[config.mk]
export PLATFORM = sky130hd
export DESIGN_NAME = integer_to_radix_digits
export DESIGN_NICKNAME = d
export VERILOG_FILES = /design/src/irdig_pkg.sv /design/src/integer_to_radix_digits.sv
export SDC_FILE = /design/constraint.sdc
export NUM_CORES = 1
export LEC_CHECK = 0
export BUFFER_PORTS_ARGS = -buffer_cell sky130_fd_sc_hd__buf_2
export CAP_MARGIN = 20
export CORE_MARGIN = 1.5
export CORE_UTILIZATION = 50
export CTS_CLUSTER_DIAMETER = 200
export DETAILED_ROUTE_END_ITERATION = 8
export MAX_ROUTING_LAYER = met4
export PLACE_DENSITY = 0.68
export SLEW_MARGIN = 20
export SYNTH_ARGS = -nofsm -noshare
export SYNTH_HDL_FRONTEND = slang
export SYNTH_SLANG_ARGS = --single-unit
[constraint.sdc]
create_clock -name clock -period 3.8 [get_ports clock]
set_input_delay 0 -clock clock [delete_from_list [all_inputs] [get_ports clock]]
set_output_delay 0 -clock clock [all_outputs]
set_load 0.03 [all_outputs]
[src/irdig_pkg.sv]
// Shared types, sizes and the digit character table for the radix digit converter.
package irdig_pkg;

   localparam int VALUE_BITS = 31;
   localparam int CNT_W      = $clog2(VALUE_BITS);
   localparam int RADIX_W    = 5;
   localparam int DIGIT_W    = 4;
   localparam int CHAR_W     = 7;

   localparam logic [RADIX_W-1:0] RADIX_RESET = RADIX_W'(10);
   localparam logic [RADIX_W-1:0] RADIX_MIN   = RADIX_W'(2);
   localparam logic [RADIX_W-1:0] RADIX_MAX   = RADIX_W'(16);

   localparam logic [CHAR_W-1:0] CHAR_ZERO = CHAR_W'(48);
   localparam logic [CHAR_W-1:0] CHAR_NINE = CHAR_W'(57);
   localparam logic [CHAR_W-1:0] CHAR_A    = CHAR_W'(65);
   localparam logic [CHAR_W-1:0] CHAR_F    = CHAR_W'(70);

   typedef enum logic [1:0] {
      ST_IDLE,
      ST_DIVIDE,
      ST_EMIT
   } state_type;

   function automatic logic [CHAR_W-1:0] digit_char(input logic [DIGIT_W-1:0] d);
      logic [CHAR_W-1:0] c;
      case (d)
         4'h0: c = CHAR_W'(48);
         4'h1: c = CHAR_W'(49);
         4'h2: c = CHAR_W'(50);
         4'h3: c = CHAR_W'(51);
         4'h4: c = CHAR_W'(52);
         4'h5: c = CHAR_W'(53);
         4'h6: c = CHAR_W'(54);
         4'h7: c = CHAR_W'(55);
         4'h8: c = CHAR_W'(56);
         4'h9: c = CHAR_W'(57);
         4'hA: c = CHAR_W'(65);
         4'hB: c = CHAR_W'(66);
         4'hC: c = CHAR_W'(67);
         4'hD: c = CHAR_W'(68);
         4'hE: c = CHAR_W'(69);
         default: c = CHAR_W'(70);
      endcase
      return c;
   endfunction

endpackage

[src/integer_to_radix_digits.sv]
// Integer to radix digit converter: bit-serial divider, digit store and emit sequencer.
//
// Usage:
//   Pulse start with req_value while busy is low; the item is taken at that edge.
//   The base comes from the csr_radix register (reset value 10), written when
//   csr_valid and csr_ready are both high; csr_ready is always high. Values
//   below 2 act as 2 and values above 16 act as 16. Write it only while idle.
//   One restoring divider step per cycle; each digit is the remainder of one
//   full division, least significant digit first, into a small digit store.
//   Then the digits are sent most significant first, one per cycle, each marked
//   by rsp_valid for exactly one cycle; rsp_last_digit flags the final one.
//   An n-digit result has 1 <= n <= 31; busy stays high from the accepting
//   edge through the last digit. Zero gives one '0'.
//   A new item is taken only after the last one ends: the divider is shared.
//   The receiver cannot stall: results are not held.
//   Synchronous active-high reset returns to idle, drops any run in progress
//   and restores the base to 10.
module integer_to_radix_digits
   import irdig_pkg::*;
(
   input  logic                  clock,
   input  logic                  reset,
   input  logic                  start,
   output logic                  busy,
   input  logic [VALUE_BITS-1:0] req_value,
   output logic                  rsp_valid,
   output logic [CHAR_W-1:0]     rsp_digit_char,
   output logic                  rsp_last_digit,
   input  logic                  csr_valid,
   output logic                  csr_ready,
   input  logic [RADIX_W-1:0]    csr_radix
);

   state_type              state_ff, state_in;
   logic [RADIX_W-1:0]     radix_ff, radix_in;
   logic [RADIX_W-1:0]     base_ff, base_in;
   logic [VALUE_BITS-1:0]  quot_ff, quot_in;
   logic [DIGIT_W-1:0]     rem_ff, rem_in;
   logic [CNT_W-1:0]       bit_ff, bit_in;
   logic [CNT_W-1:0]       cnt_ff, cnt_in;
   logic [DIGIT_W-1:0]     digit_ff [VALUE_BITS];

   logic [RADIX_W-1:0]     trial;
   logic [RADIX_W-1:0]     diff;
   logic                   ge;
   logic [DIGIT_W-1:0]     rem_next;
   logic [VALUE_BITS-1:0]  quot_next;
   logic                   digit_we;

   // shared divider step
   always_comb begin
      trial     = {rem_ff, quot_ff[VALUE_BITS-1]};
      ge        = (trial >= base_ff);
      diff      = trial - base_ff;
      rem_next  = ge ? diff[DIGIT_W-1:0] : trial[DIGIT_W-1:0];
      quot_next = {quot_ff[VALUE_BITS-2:0], ge};
   end

   always_comb begin
      state_in = state_ff;
      radix_in = radix_ff;
      base_in  = base_ff;
      quot_in  = quot_ff;
      rem_in   = rem_ff;
      bit_in   = bit_ff;
      cnt_in   = cnt_ff;
      digit_we = 1'b0;

      if (csr_valid) begin
         radix_in = csr_radix;
      end

      case (state_ff)
         ST_IDLE: begin
            if (start) begin
               quot_in  = req_value;
               rem_in   = '0;
               bit_in   = '0;
               cnt_in   = '0;
               if (radix_ff < RADIX_MIN) begin
                  base_in = RADIX_MIN;
               end else if (radix_ff > RADIX_MAX) begin
                  base_in = RADIX_MAX;
               end else begin
                  base_in = radix_ff;
               end
               state_in = ST_DIVIDE;
            end
         end
         ST_DIVIDE: begin
            quot_in = quot_next;
            rem_in  = rem_next;
            bit_in  = bit_ff + CNT_W'(1);
            if (bit_ff == CNT_W'(VALUE_BITS - 1)) begin
               // digit done: store remainder, start next division or emit
               digit_we = 1'b1;
               rem_in   = '0;
               bit_in   = '0;
               if (quot_next == '0 || cnt_ff == CNT_W'(VALUE_BITS - 1)) begin
                  state_in = ST_EMIT;
               end else begin
                  cnt_in = cnt_ff + CNT_W'(1);
               end
            end
         end
         ST_EMIT: begin
            if (cnt_ff == '0) begin
               state_in = ST_IDLE;
            end else begin
               cnt_in = cnt_ff - CNT_W'(1);
            end
         end
         default: begin
            state_in = ST_IDLE;
         end
      endcase
   end

   always_ff @(posedge clock) begin
      if (reset) begin
         state_ff <= ST_IDLE;
         radix_ff <= RADIX_RESET;
         bit_ff   <= '0;
         cnt_ff   <= '0;
      end else begin
         state_ff <= state_in;
         radix_ff <= radix_in;
         bit_ff   <= bit_in;
         cnt_ff   <= cnt_in;
      end
   end

   always_ff @(posedge clock) begin
      base_ff <= base_in;
      quot_ff <= quot_in;
      rem_ff  <= rem_in;
      if (digit_we) begin
         digit_ff[cnt_ff] <= rem_next;
      end
   end

   assign busy           = (state_ff != ST_IDLE);
   assign csr_ready      = 1'b1;
   assign rsp_valid      = (state_ff == ST_EMIT);
   assign rsp_digit_char = digit_char(digit_ff[cnt_ff]);
   assign rsp_last_digit = (state_ff == ST_EMIT) && (cnt_ff == '0);

`ifndef SYNTH
   a_rsp_only_busy: assert property (@(posedge clock) disable iff (reset)
      rsp_valid |-> busy)
      else $error("result strobe while not busy");

   a_last_ends_run: assert property (@(posedge clock) disable iff (reset)
      (rsp_valid && rsp_last_digit) |=> !busy)
      else $error("still busy after last digit");

   a_start_takes: assert property (@(posedge clock) disable iff (reset)
      (start && !busy) |=> (busy && !rsp_valid))
      else $error("accepted item did not start a division");

   a_char_range: assert property (@(posedge clock) disable iff (reset)
      rsp_valid |-> ((rsp_digit_char >= CHAR_ZERO && rsp_digit_char <= CHAR_NINE) ||
                     (rsp_digit_char >= CHAR_A && rsp_digit_char <= CHAR_F)))
      else $error("digit character out of range");

   a_base_range: assert property (@(posedge clock) disable iff (reset)
      (state_ff == ST_DIVIDE) |-> (base_ff >= RADIX_MIN && base_ff <= RADIX_MAX))
      else $error("divider base out of range");
`endif

endmodule
==> metrics.md <==
| Metric | Value |
|---|---|
| Crit end category | primary output |
| Total of max-cap violations | 0 |
| Total Wirelength | 15.8 mm |
| I/O pin cnt | 51 |
| Post-CTS Resized | 0 |
| Max FO, Critical Path | 22 |
| Fin crit period | 3.24 ns |
| Worst-margin pin slew | approximately 0.9 ns |
| Die Width | 131 um |
| Die area | roughly 17000 sq um |
| First-pass GRT wire length | 24.9 mm |
| Largest cells by area after synthesis | edfxtp_1, mux4_2, dfxtp_1 |
| Cells after Synth | about 520 |
| Most instantiated library cell after synthesis | edfxtp_1 |
| Total Routing Usage GR | 20.7% |
| IO Port Bufs | 49 |
| P_leak | around 3.3 nW |
| Post-synthesis async set-or-reset flop share | 0% |
| Max Slew Vio Count | 0 |
| WL/cell | 18.8 um |
| Fraction of layout cells with a size suffix above 1 | between 20% and 30% |
| Die height | 131 um |
| Max VDD drop | 343 uV |
| Pre-Repair DR Iteration Count | 5 |
| Num rows | 46 |
| # fillers | 1204 |
| Clk pin slew, worst setup/hold paths | 0.06 ns |
| Hold-fix buffers at CTS | 45 |
| Initial antenna violation count | 0 |
| Post-synth top area share | 60.3% |
| CTS Buf Count | 17 |
| Max Root-Sink Buffers | 2 |
| Final period util | 85.3% |
| Setup Viol. Count Final | 0 |
| Status | finished, final reports clean |
| CP Data Arrival Time | 3.24 ns |
| Fin Clk Skew | 0.00962 ns |
| Final instance area | 9640 sq um |
| Main synth FF type | edfxtp_1 |
| DRT iter0 DRCs | 430 |
| Setup TNS | 0 ns |
| Clk root buf | clkbuf_16 |
| Biggest area consumer among synthesized cells | edfxtp_1 |
| Pwr/cell area | just under 600 nW/um^2 |
| Worst-Skew Late Latency | approximately 0.42 ns |
| Fin Hold WS | 0.0915 ns |
| RSZ-0062 raised after global routing | no |
| Cell Area, Placed | between 8000 and 9000 sq um |
| Dpl cells | 766 |
| Register area share after synthesis | between 60% and 70% |
| Core box area | around 16000 sq um |
| NumNets Final | 672 |
| Register bit total from synthesis | around 190 |
| Crit Path Class | flip-flop to primary output |
| Pre-CTS setup slack | around 0.95 ns |
| DR DRC count | 0 |
| Hold Violations, Final | 0 |
| Ys Warns | 0 |
| Placer Congestion | around 0.8 |
| Via count | between 4000 and 5000 |
| CTS tree | built |
| Worst setup SP type | flip-flop |
| Syn Area/Cell | 15.7 sq um |
| Setup WS post-layout | 0.559 ns |
| Setup bufs post-CTS | 0 |
| Hold/Removal Path Class | primary input to flip-flop |
| Post-synth EDFFs | approximately 160 |
| CP required | around 3.8 ns |
| R2r setup slk | ~1.2 ns |
| Vias in the first global route | 4646 |
| Initial Utilization | 51.2% |
| Synth top cells by count | edfxtp_1, nor2_1, mux2_2, mux4_2, a21oi_1 |
| FMAX | 0.309 GHz |
| Rel. slew slack | 38.2% |
| Netlist cell types | ~50 |
| Via density | 5.50 |
| Post-Syn Nets | between 500 and 600 |
| Antenna Cells | 0 |
| Pin count of the biggest net entering global routing | 40 |
| CTS Sinks | roughly 190 |
| Placed wire-length estimate | just over 10 mm |
| Overflow after GRT | 0 |
| Routed Antenna Nets | 0 |
| Non-Filler Instances | 843 |
| Mapped cell area | between 8000 and 9000 sq um |
| Number of H-tree levels | 4 |
| P&R area growth vs syn | 18.1% |
-- area by class of cell --
class                           instances  area [sq um]  area share [%]
Clock inverter                          7          90.1           0.934
Inverter                               19          71.3           0.740
Tap cell                              216           270            2.80
Sequential cell                       186          5370            55.7
Timing Repair Buffer                  100           753            7.81
Multi-Input combinational cell        290          2590            26.9
Clock buffer                           25           495            5.14
-- cell families (layout without fill, tap and decap cells) --
family | count (synthesis) | after routing | share of synthesized area [%]
multiplexers | 82 | 82 | 16.4
AO/OA/AOI/OAI | 50 | 50 | 3.72
AND/OR/NAND/NOR | 134 | 134 | 8.01
other | 1 | 1 | 0.0459
flip-flops | 186 | 186 | 65.7
XOR/XNOR | 5 | 5 | 0.536
buffers and inverters | 45 | 151 | 2.67
adder cells (fa/ha/maj) | 18 | 18 | 2.94
-- sequential cells by signal (all words and copies together) (netlist names), named ones only --
register / cells
bit_ff: 5
quot_ff: 31
cnt_ff: 5
radix_ff: 5
digit_ff: 124
state_ff: 2
base_ff: 5
rem_ff: 4
-- final timing paths --
| check | endpoint | depth (start not counted) | startpoint |
|---|---|---|---|
| max | rsp_digit_char[1] | 9 | flip-flop |
| min reg2reg | bit_ff[1]$_SDFFE_PP0P_ | 2 | bit_ff[1]$_SDFFE_PP0P_ |
| max reg2reg | digit_ff[21][3]$_DFFE_PP_ | 7 | bit_ff[0]$_SDFFE_PP0P_ |
| min | bit_ff[0]$_SDFFE_PP0P_ | 5 | start |
-- layout by cell type, fill, tap and decap left out, types with 5 or more instances in the layout --
| master | count |
|---|---|
| mux2i_1 | 14 |
| and2_1 | 9 |
| nand2b_1 | 8 |
| dlygate4sd3_1 | 45 |
| a21oi_1 | 21 |
| nand3_1 | 7 |
| edfxtp_1 | 164 |
| ha_1 | 16 |
| dfxtp_1 | 20 |
| nor2_1 | 53 |
| inv_1 | 18 |
| buf_4 | 5 |
| buf_2 | 49 |
| o21ai_0 | 7 |
| nand2_1 | 21 |
| clkbuf_16 | 17 |
| nor2b_1 | 7 |
| nor3_1 | 6 |
| mux4_2 | 30 |
| nor4_1 | 9 |
| mux2_2 | 31 |
-- power breakdown --
group / internal [mW] / switching (mW)
logic: 0.407 / 0.680
clock network: 1.04 / 0.696
registers: 2.70 / 0.0901
total: 4.14 / 1.47
-- critical path: stages, from the launching register on --
cell and delay, ns:
dfxtp_2 0.57, buf_12 0.26, mux4_2 0.52, mux4_2 0.52, mux2i_4 0.20, ha_1 0.27
inv_1 0.06, mux2i_1 0.06, mux2i_1 0.14, buf_2 0.21
-- layer usage --
layer | global-route usage [%] | up-vias | part of all wire, %
li1 | - | 2171 | -
met1 | 27.8 | 2314 | 45
met2 | 32.3 | 132 | 50
met3 | 4.28 | 17 | 4.5
met4 | 5.95 | 0 | 1.3
met5 | - | - | 0
-- through the flow --
| step | utilization, % | power [mW] |
|---|---|---|
| 2_1_floorplan | - | 3.54 |
| 3_3_place_gp | 54.0 | 3.83 |
| 3_5_place_dp | 54.0 | 3.89 |
| 4_1_cts | 60.5 | 5.65 |
| 5_1_grt | 60.5 | 5.85 |
| 6_report | 60.5 | 5.61 |
(Power assumes the default switching activity.)
